`src/rtl/kdlp_pkg.sv`:
```
// kdlp_pkg: shared types, codes and sizing constants of the key debounce block
// no dependencies
package kdlp_pkg;

	localparam int NUM_KEYS    = 3;
	localparam int COUNT_WIDTH = 16;

	// payload widths fixed by the item format
	localparam int KEY_W    = 2;
	localparam int EVENT_W  = 3;
	localparam int LEARN_W  = 2;
	localparam int ACTION_W = 3;
	localparam int TICKS_W  = 16;
	localparam int CFG_IDX_W  = 3;
	localparam int CFG_DATA_W = 16;

	// operations
	localparam logic OP_TICK  = 1'b0;
	localparam logic OP_WRITE = 1'b1;

	// events
	localparam logic [EVENT_W-1:0] EV_NONE    = 3'd0;
	localparam logic [EVENT_W-1:0] EV_PRESS   = 3'd1;
	localparam logic [EVENT_W-1:0] EV_HOLD1   = 3'd2;
	localparam logic [EVENT_W-1:0] EV_HOLD2   = 3'd3;
	localparam logic [EVENT_W-1:0] EV_HOLD3   = 3'd4;
	localparam logic [EVENT_W-1:0] EV_RELEASE = 3'd5;

	// rf learn codes
	localparam logic [LEARN_W-1:0] LEARN_NONE  = 2'd0;
	localparam logic [LEARN_W-1:0] LEARN_START = 2'd1;
	localparam logic [LEARN_W-1:0] LEARN_STOP  = 2'd2;

	// dimmer actions
	localparam logic [ACTION_W-1:0] ACT_NONE       = 3'd0;
	localparam logic [ACTION_W-1:0] ACT_LIGHT_ON   = 3'd1;
	localparam logic [ACTION_W-1:0] ACT_CLEARED    = 3'd2;
	localparam logic [ACTION_W-1:0] ACT_ADJ_START  = 3'd3;
	localparam logic [ACTION_W-1:0] ACT_ADJ_COMMIT = 3'd4;
	localparam logic [ACTION_W-1:0] ACT_LIGHT_OFF  = 3'd5;

	// dimmer modes
	localparam logic [1:0] DIM_OFF    = 2'd0;
	localparam logic [1:0] DIM_ONOFF  = 2'd1;
	localparam logic [1:0] DIM_ADJUST = 2'd2;
	localparam logic [1:0] DIM_ALIAS  = 2'd3;

	// register indexes
	localparam logic [CFG_IDX_W-1:0] REG_KEY_ENABLE   = 3'd0;
	localparam logic [CFG_IDX_W-1:0] REG_DEBOUNCE     = 3'd1;
	localparam logic [CFG_IDX_W-1:0] REG_HOLD1        = 3'd2;
	localparam logic [CFG_IDX_W-1:0] REG_HOLD2        = 3'd3;
	localparam logic [CFG_IDX_W-1:0] REG_HOLD3        = 3'd4;
	localparam logic [CFG_IDX_W-1:0] REG_DIMMER_MODE  = 3'd5;
	localparam logic [CFG_IDX_W-1:0] REG_LEARN_ENABLE = 3'd6;

	typedef struct packed {
		logic [2:0]         key_enable;
		logic [TICKS_W-1:0] debounce_ticks;
		logic [TICKS_W-1:0] hold1_ticks;
		logic [TICKS_W-1:0] hold2_ticks;
		logic [TICKS_W-1:0] hold3_ticks;
		logic [1:0]         dimmer_mode;
		logic               learn_enable;
	} cfg_t;

	typedef struct packed {
		logic                   debounced;
		logic [2:0]             hold_levels;
		logic [COUNT_WIDTH-1:0] debounce_count;
		logic [COUNT_WIDTH-1:0] hold1_count;
		logic [COUNT_WIDTH-1:0] hold2_count;
		logic [COUNT_WIDTH-1:0] hold3_count;
		logic                   light_status;
		logic                   press_seen;
		logic                   adjusting;
	} key_state_t;

	typedef struct packed {
		logic [KEY_W-1:0]    key_id;
		logic [EVENT_W-1:0]  event_res;
		logic                beep;
		logic [LEARN_W-1:0]  learn;
		logic [ACTION_W-1:0] action;
		logic                switch_status;
	} result_t;

	typedef struct packed {
		logic [COUNT_WIDTH-1:0] cnt;
		logic                   fire;
	} count_step_t;

	// one counted tick: wrap, compare against the limit, clear on hit
	function automatic count_step_t count_step(input logic [COUNT_WIDTH-1:0] cnt,
		input logic [TICKS_W-1:0] limit);
		count_step_t r;
		logic [COUNT_WIDTH-1:0] inc;
		inc = cnt + COUNT_WIDTH'(1);
		r.fire = (33'(inc) >= 33'(limit));
		r.cnt  = r.fire ? '0 : inc;
		return r;
	endfunction

endpackage

```
`src/rtl/kdlp_if.sv`:
```
// kdlp_if: handshake channels of the key debounce block (items, results, config writes)
// depends on kdlp_pkg
interface kdlp_item_if;
	logic                        valid;
	logic                        ready;
	logic                        operation;
	logic [kdlp_pkg::KEY_W-1:0]  key_index;
	logic                        key_touch;
	logic                        status_value;
	modport source (output valid, operation, key_index, key_touch, status_value, input ready);
	modport sink (input valid, operation, key_index, key_touch, status_value, output ready);
endinterface

interface kdlp_result_if;
	logic                          valid;
	logic                          ready;
	logic [kdlp_pkg::KEY_W-1:0]    key_id;
	logic [kdlp_pkg::EVENT_W-1:0]  event_res;
	logic                          beep;
	logic [kdlp_pkg::LEARN_W-1:0]  learn;
	logic [kdlp_pkg::ACTION_W-1:0] action;
	logic                          switch_status;
	modport source (output valid, key_id, event_res, beep, learn, action, switch_status,
		input ready);
	modport sink (input valid, key_id, event_res, beep, learn, action, switch_status,
		output ready);
endinterface

interface kdlp_cfg_if;
	logic                              valid;
	logic                              ready;
	logic [kdlp_pkg::CFG_IDX_W-1:0]    index;
	logic [kdlp_pkg::CFG_DATA_W-1:0]   data;
	modport source (output valid, index, data, input ready);
	modport sink (input valid, index, data, output ready);
endinterface

```
`src/rtl/key_debounce_long_press_unit.sv`:
```
// key_debounce_long_press_unit: a transaction lands in the input stage at its accepting
// edge and moves on into the result register when that register is free or being taken;
// one transaction per cycle sustained while the result sink holds ready, since each key's
// state is a read-modify-write in between
// asynchronous active-low reset clears all key state, empties both stages and loads
// the register defaults; depends on kdlp_pkg, kdlp_if, kdlp_cfg and kdlp_core
module key_debounce_long_press_unit (
	input  logic          clk,
	input  logic          arst_n,
	kdlp_cfg_if.sink      cfg,
	kdlp_item_if.sink     item,
	kdlp_result_if.source result
);

	// live configuration; the user must write it only while no transaction is in flight, the block does not enforce this
	kdlp_pkg::cfg_t regs;

	// register file for key enable, thresholds, dimmer mode and learn enable
	kdlp_cfg u_cfg (
		.clk    (clk),
		.arst_n (arst_n),
		.cfg    (cfg),
		.regs   (regs)
	);

	// debounce, hold levels and dimmer actions per key; the result register
	// decouples the sinks so a new item is taken while a result waits, as long
	// as the input stage is empty
	kdlp_core u_core (
		.clk    (clk),
		.arst_n (arst_n),
		.regs   (regs),
		.item   (item),
		.result (result)
	);

endmodule

```
`src/rtl/kdlp_cfg.sv`:
```
// kdlp_cfg: configuration register file of the key debounce block
// depends on kdlp_pkg and kdlp_cfg_if
module kdlp_cfg (
	input  logic              clk,
	input  logic              arst_n,
	kdlp_cfg_if.sink          cfg,
	output kdlp_pkg::cfg_t    regs
);

	kdlp_pkg::cfg_t regs_q;

	assign cfg.ready = 1'b1;
	assign regs      = regs_q;

	always_ff @(posedge clk or negedge arst_n) begin
		if (!arst_n) begin
			regs_q.key_enable     <= 3'd0;
			regs_q.debounce_ticks <= 16'd20;
			regs_q.hold1_ticks    <= 16'd1000;
			regs_q.hold2_ticks    <= 16'd3000;
			regs_q.hold3_ticks    <= 16'd10000;
			regs_q.dimmer_mode    <= kdlp_pkg::DIM_ADJUST;
			regs_q.learn_enable   <= 1'b1;
		end else if (cfg.valid) begin
			unique case (cfg.index)
				kdlp_pkg::REG_KEY_ENABLE:   regs_q.key_enable     <= cfg.data[2:0];
				kdlp_pkg::REG_DEBOUNCE:     regs_q.debounce_ticks <= cfg.data;
				kdlp_pkg::REG_HOLD1:        regs_q.hold1_ticks    <= cfg.data;
				kdlp_pkg::REG_HOLD2:        regs_q.hold2_ticks    <= cfg.data;
				kdlp_pkg::REG_HOLD3:        regs_q.hold3_ticks    <= cfg.data;
				kdlp_pkg::REG_DIMMER_MODE:  regs_q.dimmer_mode    <= cfg.data[1:0];
				kdlp_pkg::REG_LEARN_ENABLE: regs_q.learn_enable   <= cfg.data[0];
				default: begin
				end
			endcase
		end
	end

endmodule

```
`src/rtl/kdlp_core.sv`:
```
// kdlp_core: input stage, per-key state, next-state logic and result register
// depends on kdlp_pkg, kdlp_item_if and kdlp_result_if
module kdlp_core (
	input  logic              clk,
	input  logic              arst_n,
	input  kdlp_pkg::cfg_t    regs,
	kdlp_item_if.sink         item,
	kdlp_result_if.source     result
);

	// input stage
	logic                       valid_s1;
	logic                       op_s1;
	logic [kdlp_pkg::KEY_W-1:0] key_s1;
	logic                       touch_s1;
	logic                       sval_s1;

	// result stage
	logic                       res_valid_q;
	kdlp_pkg::result_t          res_q;

	kdlp_pkg::key_state_t       st_q [kdlp_pkg::NUM_KEYS];

	logic                       advance;
	kdlp_pkg::key_state_t       cur;
	kdlp_pkg::key_state_t       nxt;
	kdlp_pkg::result_t          res_d;

	assign advance    = !res_valid_q || result.ready;
	assign item.ready = !valid_s1 || advance;

	always_ff @(posedge clk or negedge arst_n) begin
		if (!arst_n) begin
			valid_s1 <= 1'b0;
		end else if (item.ready) begin
			valid_s1 <= item.valid;
		end
	end

	always_ff @(posedge clk) begin
		if (item.ready && item.valid) begin
			op_s1    <= item.operation;
			key_s1   <= item.key_index;
			touch_s1 <= item.key_touch;
			sval_s1  <= item.status_value;
		end
	end

	// next state and result of the item held in the input stage
	always_comb begin
		logic                           in_range;
		logic [2:0]                     en_sh;
		logic [1:0]                     mode;
		kdlp_pkg::count_step_t          cs;

		in_range = (int'(key_s1) < kdlp_pkg::NUM_KEYS);
		en_sh    = regs.key_enable >> key_s1;
		mode     = (regs.dimmer_mode == kdlp_pkg::DIM_ALIAS) ? kdlp_pkg::DIM_OFF
			: regs.dimmer_mode;

		cur = '0;
		for (int i = 0; i < kdlp_pkg::NUM_KEYS; i++) begin
			if (int'(key_s1) == i) begin
				cur = st_q[i];
			end
		end

		nxt   = cur;
		cs    = '0;
		res_d = '0;
		res_d.key_id = key_s1;

		if (in_range) begin
			if (op_s1 == kdlp_pkg::OP_WRITE) begin
				nxt.light_status = sval_s1;
			end else if (en_sh[0]) begin
				if (touch_s1) begin
					priority if (!cur.debounced) begin
						cs = kdlp_pkg::count_step(cur.debounce_count, regs.debounce_ticks);
						nxt.debounce_count = cs.cnt;
						if (cs.fire) begin
							nxt.debounced   = 1'b1;
							res_d.event_res = kdlp_pkg::EV_PRESS;
							res_d.beep      = 1'b1;
							if (mode != kdlp_pkg::DIM_OFF) begin
								nxt.press_seen   = 1'b1;
								nxt.light_status = !cur.light_status;
								res_d.action     = cur.light_status ? kdlp_pkg::ACT_CLEARED
									: kdlp_pkg::ACT_LIGHT_ON;
							end
						end
					end else if (!cur.hold_levels[0]) begin
						cs = kdlp_pkg::count_step(cur.hold1_count, regs.hold1_ticks);
						nxt.hold1_count = cs.cnt;
						if (cs.fire) begin
							nxt.hold_levels[0] = 1'b1;
							res_d.event_res    = kdlp_pkg::EV_HOLD1;
							if (mode == kdlp_pkg::DIM_ADJUST && cur.press_seen) begin
								nxt.adjusting    = 1'b1;
								nxt.light_status = 1'b1;
								res_d.action     = kdlp_pkg::ACT_ADJ_START;
							end
						end
					end else if (!cur.hold_levels[1]) begin
						cs = kdlp_pkg::count_step(cur.hold2_count, regs.hold2_ticks);
						nxt.hold2_count = cs.cnt;
						if (cs.fire) begin
							nxt.hold_levels[1] = 1'b1;
							res_d.event_res    = kdlp_pkg::EV_HOLD2;
							if (regs.learn_enable) begin
								res_d.learn = kdlp_pkg::LEARN_START;
							end
						end
					end else if (!cur.hold_levels[2]) begin
						cs = kdlp_pkg::count_step(cur.hold3_count, regs.hold3_ticks);
						nxt.hold3_count = cs.cnt;
						if (cs.fire) begin
							nxt.hold_levels[2] = 1'b1;
							res_d.event_res    = kdlp_pkg::EV_HOLD3;
							if (regs.learn_enable) begin
								res_d.learn = kdlp_pkg::LEARN_STOP;
							end
						end
					end else begin
					end
				end else if (cur.debounced) begin
					cs = kdlp_pkg::count_step(cur.debounce_count, regs.debounce_ticks);
					nxt.debounce_count = cs.cnt;
					if (cs.fire) begin
						nxt.debounced   = 1'b0;
						nxt.hold_levels = '0;
						nxt.hold1_count = '0;
						nxt.hold2_count = '0;
						nxt.hold3_count = '0;
						res_d.event_res = kdlp_pkg::EV_RELEASE;
						res_d.learn     = kdlp_pkg::LEARN_STOP;
						if (mode != kdlp_pkg::DIM_OFF && cur.press_seen) begin
							nxt.press_seen = 1'b0;
							if (cur.light_status) begin
								if (cur.adjusting) begin
									nxt.adjusting = 1'b0;
									res_d.action  = kdlp_pkg::ACT_ADJ_COMMIT;
								end
							end else begin
								res_d.action = kdlp_pkg::ACT_LIGHT_OFF;
							end
						end
					end
				end
			end
			res_d.switch_status = nxt.light_status;
		end
	end

	// state is written back at the edge that moves the item into the result register,
	// so a following item for the same key sees it without forwarding
	always_ff @(posedge clk or negedge arst_n) begin
		if (!arst_n) begin
			for (int i = 0; i < kdlp_pkg::NUM_KEYS; i++) begin
				st_q[i] <= '0;
			end
		end else if (valid_s1 && advance) begin
			for (int i = 0; i < kdlp_pkg::NUM_KEYS; i++) begin
				if (int'(key_s1) == i) begin
					st_q[i] <= nxt;
				end
			end
		end
	end

	always_ff @(posedge clk or negedge arst_n) begin
		if (!arst_n) begin
			res_valid_q <= 1'b0;
		end else if (advance) begin
			res_valid_q <= valid_s1;
		end
	end

	always_ff @(posedge clk) begin
		if (advance && valid_s1) begin
			res_q <= res_d;
		end
	end

	assign result.valid         = res_valid_q;
	assign result.key_id        = res_q.key_id;
	assign result.event_res     = res_q.event_res;
	assign result.beep          = res_q.beep;
	assign result.learn         = res_q.learn;
	assign result.action        = res_q.action;
	assign result.switch_status = res_q.switch_status;

	a_beep_only_on_press: assert property (@(posedge clk) disable iff (!arst_n)
		res_valid_q |-> (res_q.beep == (res_q.event_res == kdlp_pkg::EV_PRESS)))
		else $error("beep without press or press without beep");

	a_adj_start_at_hold1: assert property (@(posedge clk) disable iff (!arst_n)
		(res_valid_q && res_q.action == kdlp_pkg::ACT_ADJ_START)
		|-> (res_q.event_res == kdlp_pkg::EV_HOLD1 && res_q.switch_status))
		else $error("adjust start outside hold level one");

	a_release_stops_learn: assert property (@(posedge clk) disable iff (!arst_n)
		(res_valid_q && res_q.event_res == kdlp_pkg::EV_RELEASE)
		|-> (res_q.learn == kdlp_pkg::LEARN_STOP))
		else $error("release without learn stop");

	a_hold_needs_press: assert property (@(posedge clk) disable iff (!arst_n)
		!st_q[0].debounced |-> (st_q[0].hold_levels == 3'd0))
		else $error("hold level set on a released key");

	a_result_from_stage: assert property (@(posedge clk) disable iff (!arst_n)
		($rose(res_valid_q)) |-> $past(valid_s1))
		else $error("result without an item in the input stage");

endmodule

```
`src/flat_wrapper.sv`:
```
// flat-port wrapper written by rule: the top's interface ports become plain ports
module key_debounce_long_press_unit_flat 
  (clk, arst_n, cfg_valid, cfg_index, cfg_data, cfg_ready, item_valid, item_operation, item_key_index, item_key_touch, item_status_value, item_ready, result_valid, result_key_id, result_event_res, result_beep, result_learn, result_action, result_switch_status, result_ready);
  kdlp_cfg_if cfg_i ();
  kdlp_item_if item_i ();
  kdlp_result_if result_i ();
  input  logic clk;
  input  logic arst_n;
  input wire logic [$bits(cfg_i.valid)-1:0] cfg_valid;
  input wire logic [$bits(cfg_i.index)-1:0] cfg_index;
  input wire logic [$bits(cfg_i.data)-1:0] cfg_data;
  output wire logic [$bits(cfg_i.ready)-1:0] cfg_ready;
  input wire logic [$bits(item_i.valid)-1:0] item_valid;
  input wire logic [$bits(item_i.operation)-1:0] item_operation;
  input wire logic [$bits(item_i.key_index)-1:0] item_key_index;
  input wire logic [$bits(item_i.key_touch)-1:0] item_key_touch;
  input wire logic [$bits(item_i.status_value)-1:0] item_status_value;
  output wire logic [$bits(item_i.ready)-1:0] item_ready;
  output wire logic [$bits(result_i.valid)-1:0] result_valid;
  output wire logic [$bits(result_i.key_id)-1:0] result_key_id;
  output wire logic [$bits(result_i.event_res)-1:0] result_event_res;
  output wire logic [$bits(result_i.beep)-1:0] result_beep;
  output wire logic [$bits(result_i.learn)-1:0] result_learn;
  output wire logic [$bits(result_i.action)-1:0] result_action;
  output wire logic [$bits(result_i.switch_status)-1:0] result_switch_status;
  input wire logic [$bits(result_i.ready)-1:0] result_ready;
  assign cfg_i.valid = cfg_valid;
  assign cfg_i.index = cfg_index;
  assign cfg_i.data = cfg_data;
  assign cfg_ready = cfg_i.ready;
  assign item_i.valid = item_valid;
  assign item_i.operation = item_operation;
  assign item_i.key_index = item_key_index;
  assign item_i.key_touch = item_key_touch;
  assign item_i.status_value = item_status_value;
  assign item_ready = item_i.ready;
  assign result_valid = result_i.valid;
  assign result_key_id = result_i.key_id;
  assign result_event_res = result_i.event_res;
  assign result_beep = result_i.beep;
  assign result_learn = result_i.learn;
  assign result_action = result_i.action;
  assign result_switch_status = result_i.switch_status;
  assign result_i.ready = result_ready;
  key_debounce_long_press_unit u_core (.clk(clk), .arst_n(arst_n), .cfg(cfg_i), .item(item_i), .result(result_i));
endmodule
```
`config.mk`:
```
export PLATFORM = sky130hd
export DESIGN_NAME = key_debounce_long_press_unit_flat
export DESIGN_NICKNAME = d
export VERILOG_FILES = /design/src/rtl/kdlp_pkg.sv /design/src/rtl/kdlp_if.sv /design/src/rtl/key_debounce_long_press_unit.sv /design/src/rtl/kdlp_cfg.sv /design/src/rtl/kdlp_core.sv /design/src/flat_wrapper.sv
export SDC_FILE = /design/constraint.sdc
export NUM_CORES = 1
export LEC_CHECK = 0
export BUFFER_PORTS_ARGS = -buffer_cell sky130_fd_sc_hd__buf_2
export CAP_MARGIN = 20
export CELL_PAD_IN_SITES_DETAIL_PLACEMENT = 0
export CELL_PAD_IN_SITES_GLOBAL_PLACEMENT = 1
export CORE_ASPECT_RATIO = 0.75
export CORE_UTILIZATION = 46
export CTS_CLUSTER_DIAMETER = 100
export DETAILED_ROUTE_END_ITERATION = 8
export HOLD_SLACK_MARGIN = 0.1
export PLACE_DENSITY_LB_ADDON = 0.1
export SYNTH_ARGS = -nofsm -noshare
export SYNTH_HDL_FRONTEND = slang
export SYNTH_SLANG_ARGS = --single-unit
```
`constraint.sdc`:
```
create_clock -name clk -period 4.9 [get_ports clk]
set_clock_uncertainty 0.1 [all_clocks]
set_input_delay 0.735 -clock clk [delete_from_list [all_inputs] [get_ports clk]]
set_output_delay 0.735 -clock clk [all_outputs]
set_load 0.1 [all_outputs]
```
### After elaboration in Yosys (flattened, before gate mapping)

Cells that the tools add are included.

| word-level totals | value |
|---|---|
| word-level logic and storage cells | 178 |
| bits in writable memories | 0 |
| memories | 0 |
| register bits | 302 |
| ROM bits | 0 |
| bits in latches | 0 |

| cells by class | value |
|---|---|
| muxes and demuxes | 85 |
| equality and inequality tests | 10 |
| reductions and logical operators | 24 |
| bitwise logic cells | 3 |
| divide/modulo/power cells | 0 |
| add/sub/neg operators | 4 |
| $mul | 0 |
| $lt $le $gt $ge | 5 |
| shifts and indexed selects | 1 |

Operators with widths:

| kind | count |
|---|---|
| 2-to-1 mux 71 bit | 5 |
| 2-to-1 mux 68 bit | 3 |
| 2-to-1 mux 16 bit | 9 |
| 2-to-1 mux 48 bit | 2 |
| adder 16 x 1 -> 16 bit (second input constant) | 4 |
| >= comparator 16 bit | 4 |
| 2-to-1 mux 3 bit | 16 |
| 2-to-1 mux 2 bit | 23 |
| 2-to-1 mux 32 bit | 1 |
| 2-to-1 mux 1 bit | 22 |
| AND reduction 2 bit | 10 |
| 2-to-1 mux 5 bit | 3 |
| equality test 3 bit (second input constant) | 3 |
| equality test 2 bit (second input constant) | 4 |
| equality test 3 x 2 -> 1 bit (second input constant) | 2 |
| OR reduction 5 bit | 1 |
| logical AND 1 bit | 4 |
| 2-to-1 mux 4 bit | 1 |
| equality test 3 x 1 -> 1 bit (second input constant) | 1 |
| logical NOT 1 bit | 3 |
| logical NOT 3 bit | 1 |
| NOT 1 bit | 3 |
| OR reduction 3 bit | 1 |
| right shift 3 x 2 -> 1 bit | 1 |
| 4 further kinds | 5 |

### Longest topological paths before layout

Gate-level depths: netlist of the first run.

| depth | value |
|---|---|
| depth after elaboration | 15 |
| mapped depth | 22 |

### By module

A second synthesis of the first run with hierarchy kept.

| unflattened totals | value |
|---|---|
| cell total of the unflattened synthesis | 1648 |
| area, all modules | 17098.9 µm² |

By module, submodules not included:

| module | cells each | times used | area each (µm²) | sequential area each (µm²) |
|---|---|---|---|---|
| kdlp_core | 1492 | 1 | 14234.9 | 5890.6 |
| kdlp_cfg | 156 | 1 | 2864.0 | 1779.2 |

### Worst setup path before layout of the first run

Ideal clock, no wire load.

| timing | value |
|---|---|
| path type | register to register |
| start | reg u_core.u_core.key_s1[0] in the netlist's numbering |
| end | reg u_core.u_core.st_q[183] in the netlist's numbering |
| period minus slack after synthesis | 4.602 ns |
| setup time | 0.125 ns |
| stages on the path, launching flop included | 22 |
| data required time | 4.675 ns |
| arrival | 4.378 ns |
| path slack | 0.298 ns |
| path through | edfxtp_1 > buf_4 > nor2b_2 > buf_4 > buf_6 > buf_6 > o2bb2ai_2 > ha_1 > nand4_1 > or4b_4 > nor2_2 > xnor2_1 > ha_1 > nand4_1 > a211oi_1 > a211o_1 > clkbuf_1 > and3_1 > clkbuf_1 > clkbuf_1 > nor2_1 > mux2_2 |

| between the ends | value |
|---|---|
| cells in the longest elaborated chain, start to end | 13 |
| elaborated cells between the ends (all ways) | 22 |

Ends and longest elaborated chain:

| element | line | RTL |
|---|---|---|
| start, declared | kdlp_core.sv:14 | `logic [kdlp_pkg::KEY_W-1:0] key_s1;` |
| start signal, assigned | kdlp_core.sv:43 | `key_s1 <= item.key_index;` |
| logical NOT 2 bit | kdlp_core.sv:63, kdlp_core.sv:164 |  |
| 2-to-1 mux 71 bit (3 in a row) | kdlp_core.sv:63 | `if (int'(key_s1) == i) begin` |
| adder 16 x 1 -> 16 bit | kdlp_pkg.sv:98 | `inc = cnt + COUNT_WIDTH'(1);` |
| >= comparator 16 bit | kdlp_pkg.sv:99 | `r.fire = (33'(inc) >= 33'(limit));` |
| 2-to-1 mux 16 bit | kdlp_pkg.sv:100 | `r.cnt = r.fire ? '0 : inc;` |
| 2-to-1 mux 16 bit | kdlp_core.sv:92 | `end else if (!cur.hold_levels[0]) begin` |
| 2-to-1 mux 48 bit | kdlp_core.sv:78 | `priority if (!cur.debounced) begin` |
| 2-to-1 mux 68 bit | kdlp_core.sv:77 | `if (touch_s1) begin` |
| 2-to-1 mux 71 bit | kdlp_core.sv:76 | `end else if (en_sh[0]) begin` |
| 2-to-1 mux 68 bit | kdlp_core.sv:74 | `if (op_s1 == kdlp_pkg::OP_WRITE) begin` |
| 2-to-1 mux 71 bit | kdlp_core.sv:73 | `if (in_range) begin` |
| end signal, assigned by index | kdlp_core.sv:165 | `st_q[i] <= nxt;` |
| end, declared | kdlp_core.sv:22 | `kdlp_pkg::key_state_t st_q [kdlp_pkg::NUM_KEYS];` |

Parallel ways exist; a longest one is shown, timed or not.
A chain may end at the register's enable or synchronous reset.

### Worst setup path in the final report of the first run

| timing | value |
|---|---|
| start | reg u_core.u_core.key_s1[0] in the netlist's numbering |
| end | reg u_core.u_core.res_q (netlist bit u_core.u_core.result.switch_status), data pin |

| between the ends | value |
|---|---|
| cells in the longest elaborated chain, start to end | 12 |
| elaborated cells between the ends (all ways) | 24 |

Ends and longest elaborated chain:

| element | line | RTL |
|---|---|---|
| logical NOT 2 bit | kdlp_core.sv:63 |  |
| 2-to-1 mux 71 bit (3 in a row) | kdlp_core.sv:63 |  |
| adder 16 x 1 -> 16 bit (tied with other cells) | kdlp_pkg.sv:98 |  |
| >= comparator 16 bit (tied with other cells) | kdlp_pkg.sv:99 |  |
| 2-to-1 mux 2 bit or 2-to-1 mux 1 bit (tied branches) | kdlp_core.sv:81, kdlp_core.sv:95 |  |
| 2-to-1 mux 2 bit or 2-to-1 mux 1 bit (tied branches) | kdlp_core.sv:73, kdlp_core.sv:92 |  |
| 2-to-1 mux 1 bit | kdlp_core.sv:78 |  |
| 2-to-1 mux 1 bit | kdlp_core.sv:77 |  |
| 2-to-1 mux 71 bit | kdlp_core.sv:76 |  |
| 2-to-1 mux 1 bit | kdlp_core.sv:74 |  |
| end signal, assigned | kdlp_core.sv:181 | `res_q <= res_d;` |
| end, declared | kdlp_core.sv:20 | `kdlp_pkg::result_t res_q;` |

Parallel ways exist; a longest one is shown, timed or not. The select of a mux whose other input is x is not followed.

==> summary.txt, run 1 <==
Outcome
  • Status: completed

CTS
  • Clk slew on worst S/H paths: 0.06 ns
  • Hold_buf cts: 0
  • CTS tree: done
  • Clk sink count: slightly above 300
  • Worst-Skew Late Latency: between 0.5 and 0.6 ns
  • H-tree Lvls: 1
  • CTS Root Cell: clkbuf_16
  • Clock Path Buffers: 3
  • CTS buffer count: 31

Cells and area
  • Design area: 0.0197 mm2
  • Area occupied by multi-input gates: 0.00894 mm2
  • Final cell count without fillers: around 2300
  • Layout cell share with drive strength beyond 1: roughly a quarter
  • Register area: 0.00767 mm2
  • Fillers: around 3300
  • Commonest non-fill, non-tap cell in the layout: dfrtp_1
  • P&R area growth vs syn: 15.2%
  • Most frequent cells in the layout: 263 x dfrtp_1, 207 x nand2_1, 118 x o21ai_0
  • Final #Nets: ~1900

Synth
  • Syn Nets: 1778
  • Mean area per synthesized cell: a little over 10 um2
  • Main synth FF type: dfrtp_1
  • Post-synth EDFFs: 17
  • Yosys warns: 0
  • Fraction of the yosys area taken by sequential cells: roughly 45%
  • Unique cell type count in the Yosys netlist: 84
  • Yosys reg bits: approximately 300
  • Post-Syn Instances: between 1500 and 2000
  • Share of synthesized registers carrying an async set or reset: around 94%
  • Mapped cell area: about 0.017 mm2

Routing
  • Drt total wl: 48700 um
  • Post-route DRC: 0
  • Final antenna-violating net count: 0
  • DR vias/cell: about 5.6
  • Initial DRT Pass Iterations: 7
  • Vias: between 10000 and 15000
  • Iter 0 DRT Violations: approximately 950
  • Routed wire per std cell: 21.3 um

Timing
  • Final critical-path required period: between 4 and 5 ns
  • Worst Max-Slew Pin Slew: 0.981 ns
  • Final Hold Fails: 0
  • RSZ-0062 raised after global routing: yes
  • Final setup fails: 0
  • Slew Limit Headroom: around a third
  • F_max: ~0.21 GHz
  • Tcrit/Tclk final: between 90% and 100%
  • Fin. max-slew vios: 0
  • Final TNS setup: 0 ns

Setup path
  • Worst setup SP type: register
  • CP Class: register to register
  • Crit end category: register
  • Sequence of cells on the critical path: buf_12, nor2b_4, buf_12, o2bb2ai_2, ha_2, nand3_1, buf_4, nor2_1, nand3_1, xnor2_2, ha_1, a21o_1, a21o_1, a211oi_2, o21ai_1, or2_2, and2_1, o31a_1, a21boi_0
  • CP delay by family, top: compound AO/OA/AOI/OAI gates
  • R2R Setup Slk: roughly 0.16 ns
  • CP bufs+invs: 3
  • Critical Path AT: slightly below 5 ns
  • Slowest CP cell: edfxtp_1
  • Max incr delay on CP: around 0.44 ns
  • Worst-path fanout max: 22
  • Data required, critical path: 5.11 ns

Power
  • Pwr dens: between 300 and 400 mW/mm2
  • Worst vdd ir: 263 uV
  • Leakage: 9.04 nW
  • Pwr Total: about 7.3 mW

Floorplanning
  • Core Area: between 0.03 and 0.04 mm2
  • Die extent in x: around 220 um
  • I/O pin total: 44
  • Die height: roughly 170 um
  • Initial Utilization: 47.2%
  • Die ar.: approximately 0.038 mm2
  • Rows: 60

Global routing
  • Grt ovf: 0
  • Initial antenna violation count: 3
  • GR Util met3: under 10%
  • Global-route wire length before repair: 75400 um
  • Gr usage total: 25.9%
  • M2 GR Usage: between 30% and 40%
  • Vias in the first global route: 12800
  • Pin count of the biggest net entering global routing: between 100 and 150
  • Met1 Resource Use GR: 38.1%
  • GR peak layer: met2

Hold path
  • Worst hold path type: input port to async pin

Placement
  • DP Area: approximately 0.018 mm2
  • IO Port Bufs: 42
  • DP HPWL: between 30000 and 40000 um
  • Number of instances in the placed design: approximately 2200
  • Gp weighted congestion: between 0.8 and 0.9

Run
  • Max Cap Viol: 0
cells in the mapped netlist, types with 11 or more instances:
library cell | instances | share of area [%]
o31ai_1 | 15 | 0.66
o2bb2ai_2 | 26 | 2.3
o21ai_0 | 118 | 3.5
nand2b_1 | 11 | 0.40
clkbuf_1 | 46 | 1.0
xor2_1 | 26 | 1.3
a21oi_1 | 81 | 2.4
mux2_2 | 117 | 7.7
and3_1 | 14 | 0.51
nor2_1 | 90 | 2.0
mux2i_1 | 79 | 4.6
dfstp_2 | 22 | 3.4
nand4_1 | 14 | 0.51
edfxtp_1 | 17 | 3.0
ha_1 | 71 | 5.2
a22oi_1 | 22 | 0.97
a21o_1 | 14 | 0.62
o2bb2ai_1 | 21 | 1.1
a31oi_1 | 13 | 0.48
nor3_1 | 21 | 0.62
dfrtp_1 | 263 | 39
o21ai_1 | 48 | 1.4
buf_2 | 19 | 0.56
nand3_1 | 32 | 0.94
inv_1 | 73 | 1.6
xnor2_1 | 31 | 1.6
nand2_1 | 210 | 4.6
timing repair:
| item | CTS | global route |
|---|---|---|
| gates cloned | 0 | 2 |
| resized for setup | 2 | 49 |
| setup buffers | 0 | 4 |
| pin swaps | 0 | 10 |
| endpoints found under the setup margin | 19 | 163 |
report_power, final:
group          total (mW)  internal [mW]  switching (mW)  leakage, nW
combinational        1.81          0.694            1.12         4.71
sequential           3.15           2.94           0.207         3.84
clock                2.34           1.31            1.03        0.495
logic make-up (layout without fill, tap and decap cells):
group,after synthesis,in the layout,synth area share [%]
and+or+nand+nor,468,468,13.5
AOI/OAI and AO/OA,419,420,16.5
DFF,302,302,44.9
muxes,199,199,12.5
buffers and inverters,161,275,4.39
adders and majority gates,71,71,5.20
xor gates and xnor gates,57,57,2.92
other,1,3,0.0219
sequential cells by signal, indices dropped and copies added (netlist names), 2 cells and up:
| name | count |
|---|---|
| u_core.u_cfg.regs | 70 |
| u_core.u_core.key_s1 | 2 |
| u_core.u_core.result.action | 3 |
| u_core.u_core.result.event_res | 3 |
| u_core.u_core.result.key_id | 2 |
| u_core.u_core.result.learn | 2 |
| u_core.u_core.st_q | 213 |
worst paths after layout:
| path | from | to | cells past startpoint |
|---|---|---|---|
| min in group clk | item_key_index[1] | u_core.u_core.key_s1[1] | 1 |
| worst max-delay path | u_core.u_core.key_s1[0] | u_core.u_core.result.switch_status | 19 |
| max in group asynchronous | arst_n | u_core.u_cfg.regs[30] | 2 |
| worst max register to register | u_core.u_core.key_s1[0] | u_core.u_core.result.switch_status | 19 |
| worst min-delay path | arst_n | u_core.u_core.st_q[89] | 1 |
| worst min register to register | u_core.u_core.st_q[112] | u_core.u_core.st_q[112] | 2 |
layer usage:
layer	part of all wire [%]	wire (um)
met3	3.5	1720
met4	2.7	1310
met5	0	0
met1	50	24400
met2	44	21300
layout make-up:
type / count / share of cell area (%)
Clock buffer: 39 / 4.46
Antenna cell: 2 / 0.0254
Inverter: 73 / 1.39
Clock inverter: 16 / 0.598
Multi-Input combinational cell: 1216 / 45.4
Sequential cell: 302 / 39.0
Tap cell: 496 / 3.15
Timing Repair Buffer: 147 / 5.99
per-stage QoR:
step / setup WS (ns) / hold slack (ns) / utilization, %
floorplan: 0.298 / 0.328 / -
global placement: 0.00956 / 0.359 / 50.7
detailed placement: -0.0302 / 0.366 / 50.7
CTS: 0.0336 / 0.122 / 53.4
global route: -0.0368 / 0.138 / 54.4
finish: 0.164 / 0.0946 / 54.4
No activity file was read; power rests on OpenSTA's default activity.
==> inputs of run 2 (changes only) <==
--- a/config.mk
+++ b/config.mk
@@ -5,12 +5,13 @@
 export SDC_FILE = /design/constraint.sdc
 export NUM_CORES = 1
 export LEC_CHECK = 0
+export ABC_AREA = 1
 export BUFFER_PORTS_ARGS = -buffer_cell sky130_fd_sc_hd__buf_2
 export CAP_MARGIN = 20
 export CELL_PAD_IN_SITES_DETAIL_PLACEMENT = 0
 export CELL_PAD_IN_SITES_GLOBAL_PLACEMENT = 1
-export CORE_ASPECT_RATIO = 0.75
-export CORE_UTILIZATION = 46
+export CORE_ASPECT_RATIO = 2
+export CORE_UTILIZATION = 42
 export CTS_CLUSTER_DIAMETER = 100
 export DETAILED_ROUTE_END_ITERATION = 8
 export HOLD_SLACK_MARGIN = 0.1
==> constraint.sdc (replaced) <==
create_clock -name clk -period 4.9 [get_ports clk]
set_clock_uncertainty 0.1 [all_clocks]
set_input_delay 0.735 -clock clk [delete_from_list [all_inputs] [get_ports clk]]
set_output_delay 0.735 -clock clk [all_outputs]
set_load 0.005 [all_outputs]
==> run 2 against run 1 <==
Compared with the run above: first-iteration DRC count fell by 5.0%; global-route usage increased by 5.5 points; register-to-register slack gained 0.09 ns; setup slack gained 0.092 ns; non-clock buffer count shrank 29; sequential power is 8.6% higher; utilization decreased by 6.7 points; critical path type unchanged; largest cell class unchanged; largest power group unchanged; highest routed layer unchanged.
==> summary.txt, run 2 <==
Outcome
  • Status: completed

Global routing
  • Pin count of the biggest net entering global routing: 112 (+5.7%)
  • Vias in the first global route: 17300 (+35%)
  • Global-route wire length before repair: 102000 um (+36%)
  • Initial antenna violation count: 0 (-3)
  • Grt ovf: 0 (unchanged)
  • Gr usage total: 31.4% (+5.5 points)

Cells and area
  • Commonest non-fill, non-tap cell in the layout: nand2_1
  • Layout cell share with drive strength beyond 1: 9.21% (-16 points)
  • Most frequent cells in the layout: 1150 x nand2_1, 274 x inv_1, 263 x dfrtp_1
  • Ant diodes: 0 (-2)
  • Reg with most FFs: u_core.u_core.st_q
  • Max reg flops: 213 (unchanged)
  • Util after Layout: 47.7% (-6.7 points)
  • Final #Nets: 2781 (+49%)
  • P&R area growth vs syn: 11.8%

Floorplanning
  • Core Area: 0.0427 mm2 (+18%)
  • Die extent in x: 149 um (-34%)
  • Rows: 107 (+78%)
  • Die ar.: 0.0442 mm2 (+17%)
  • Die height: 296 um (+76%)
  • Initial Utilization: 42.6% (-4.6 points)
  • I/O pin total: 44 (unchanged)

Setup path
  • Crit end category: register
  • Path depth of the worst reg2reg path: 23 (+4)
  • CP Class: register to register
  • R2R Setup Slk: 0.26 ns (+0.09 ns)
  • Critical Path AT: 5.08 ns (+0.13 ns)
  • Worst setup SP type: register
  • Worst-path fanout max: 24 (+9.1%)
  • Data required, critical path: 5.34 ns (+0.23 ns)

Timing
  • Final setup fails: 0 (unchanged)
  • Worst Max-Slew Pin Slew: 1.01 ns (+0.0250 ns)
  • Fin. max-slew vios: 0 (unchanged)
  • Final TNS setup: 0 ns (unchanged)
  • Final Hold Fails: 0 (unchanged)
  • Slew Limit Headroom: 32.9% (-1.4 points)
  • F_max: 0.215 GHz (+2.0%)
  • Final critical-path required period: 4.64 ns (-0.0923 ns)
  • Tcrit/Tclk final: 94.8% (-1.9 points)

Power
  • Pwr Total: 8.25 mW (+13%)
  • Leakage: 10.8 nW (+19%)
  • Worst vdd ir: 284 uV (+7.7%)
  • Pwr dens: 405 mW/mm2 (+9.2%)

Synth
  • Most common cell in the netlist: nand2_1
  • Mapped cell area: 0.0182 mm2 (+6.6%)
  • Synth top area cells: dfrtp_1 36%, nand2_1 24%, inv_1 5.6%
  • Mean area per synthesized cell: 6.92 um2 (-32%)
  • Syn Nets: 2731 (+54%)
  • Fraction of the yosys area taken by sequential cells: 42.1% (-2.8 points)
  • Yosys warns: 0 (unchanged)
  • Post-synth EDFFs: 17 (unchanged)
  • Main synth FF type: dfrtp_1
  • Share of synthesized registers carrying an async set or reset: 94.4% (unchanged)
  • Synth cell count leaders: 1151 x nand2_1, 274 x inv_1, 263 x dfrtp_1
  • Unique cell type count in the Yosys netlist: 43 (-49%)
  • Yosys reg bits: 302 (unchanged)
  • Area leader, netlist: dfrtp_1
  • Synth top area share: 36.1% (-2.4 points)
  • Post-Syn Instances: 2631 (+57%)

Routing
  • Initial DRT Pass Iterations: 5 (-2)
  • Drt total wl: 68100 um (+40%)
  • Vias: 17300 (+35%)
  • Routed wire per std cell: 20.9 um (-1.5%)
  • Iter 0 DRT Violations: 904 (-5.0%)
  • Post-route DRC: 0 (unchanged)
  • Final antenna-violating net count: 0 (unchanged)
  • DR vias/cell: 5.34 (-4.7%)

Placement
  • IO Port Bufs: 42 (unchanged)
  • DP HPWL: 49500 um (+47%)
  • Gp weighted congestion: 0.961 (+11%)

CTS
  • # Post-CTS Setup Buffers: 0 (unchanged)
  • Clk slew on worst S/H paths: 0.07 ns (about the same)
  • Clock Path Buffers: 3 (unchanged)
  • H-tree Lvls: 1 (unchanged)
  • CTS Root Cell: clkbuf_16
  • CTS buffer count: 29 (-6.5%)
  • Clk sink count: 302 (unchanged)
  • CTS tree: done
  • Worst-Skew Late Latency: 0.60 ns (+0.02 ns)

Run
  • Max Cap Viol: 0 (unchanged)

Hold path
  • Worst Hold Depth: 1
  • Worst hold path type: input port to register
## run 2: changes by cell type after synthesis, sizes merged, moves of 29 or more
cell,previous run,this run
nand3,37,183
mux2i,79,0
nor2,93,134
inv,73,289
nand2,212,1152
o2bb2ai,48,0
mux2,120,0
xnor2,31,2
## run 2: path summary, 6_finish.rpt
| kind | from | endpoint |
|---|---|---|
| min reg2reg | u_core.u_core.st_q[169] | u_core.u_core.st_q[169] |
| max reg2reg | u_core.u_core.key_s1[1] | u_core.u_core.st_q[81] |
| min | item_operation | u_core.u_core.op_s1 |
| max | u_core.u_core.key_s1[1] | u_core.u_core.st_q[81] |
| min in group asynchronous | arst_n | u_core.u_core.st_q[31] |
| max in group asynchronous | arst_n | u_core.u_cfg.regs[53] |
## run 2: layer usage
layer  up-vias  part of all wire [%]  global-route usage [%]
li1       8382                     -                       -
met1      8343                    34                    30.4
met2       449                    55                    61.2
met3       175                   3.4                    3.01
met4         0                   7.5                    21.8
met5         -                     0                       0
## run 2: logic make-up (layout without fill, tap and decap cells)
group                    Yosys count  after routing  synth area share (%)
XOR/XNOR                          19             19                 0.914
AND/OR/NAND/NOR                 1527           1527                  34.0
AO/OA/AOI/OAI                    321            321                  9.57
flip-flops                       302            302                  42.1
buffers and inverters            390            463                  8.48
adder cells (fa/ha/maj)           71             71                  4.88
other                              1              1                0.0206
## run 2: layout make-up
| class | count | area [um2] |
|---|---|---|
| Clock inverter | 12 | 125 |
| Timing Repair Buffer | 118 | 876 |
| Fill cell | 4430 | 22300 |
| Sequential cell | 302 | 7670 |
| Tap cell | 545 | 682 |
| Inverter | 291 | 1090 |
| Clock buffer | 42 | 825 |
| Multi-Input combinational cell | 1939 | 9090 |
## run 2: through the flow
stage | setup slack (ns) | area, um2 | std cells | hold slack [ns]
6_report | 0.257 | 20400 | 3249 | 0.210
5_1_grt | -0.0182 | 20400 | 3249 | 0.195
4_1_cts | 0.0562 | 20300 | 3249 | 0.184
3_5_place_dp | 0.0270 | 19300 | 3194 | 0.365
3_3_place_gp | 0.106 | 19300 | 3194 | 0.358
2_1_floorplan | 0.825 | 18200 | 2631 | 0.328
## run 2: what timing repair did
item                                   in CTS  in global routing
pin swaps                                   0                  0
endpoints found under the hold margin       3                  0
hold buffers                                1                  0
gates resized for setup                     1                 17
setup endpoints to repair                   1                122
## run 2: critical path, stage by stage, from the launching register on
cell	delay, ns
edfxtp_1	0.47
inv_4	0.19
buf_4	0.18
nor2_4	0.09
buf_12	0.19
nand2_1	0.11
o211ai_1	0.31
nor2_1	0.34
nand2_1	0.12
nor2_1	0.23
nand3_1	0.16
and2_1	0.21
ha_1	0.31
nand2_1	0.08
inv_1	0.04
nor2_1	0.07
o21ai_0	0.11
a21oi_2	0.20
nand3_2	0.19
nor2_1	0.21
nand2_1	0.12
o21ai_1	0.32
nand3_1	0.13
nand2_1	0.10
## run 2: where the power goes
group	internal, mW	switching (mW)	leakage (nW)
registers	3.09	0.324	3.85
logic	0.818	1.69	6.43
clock network	1.28	1.05	0.472
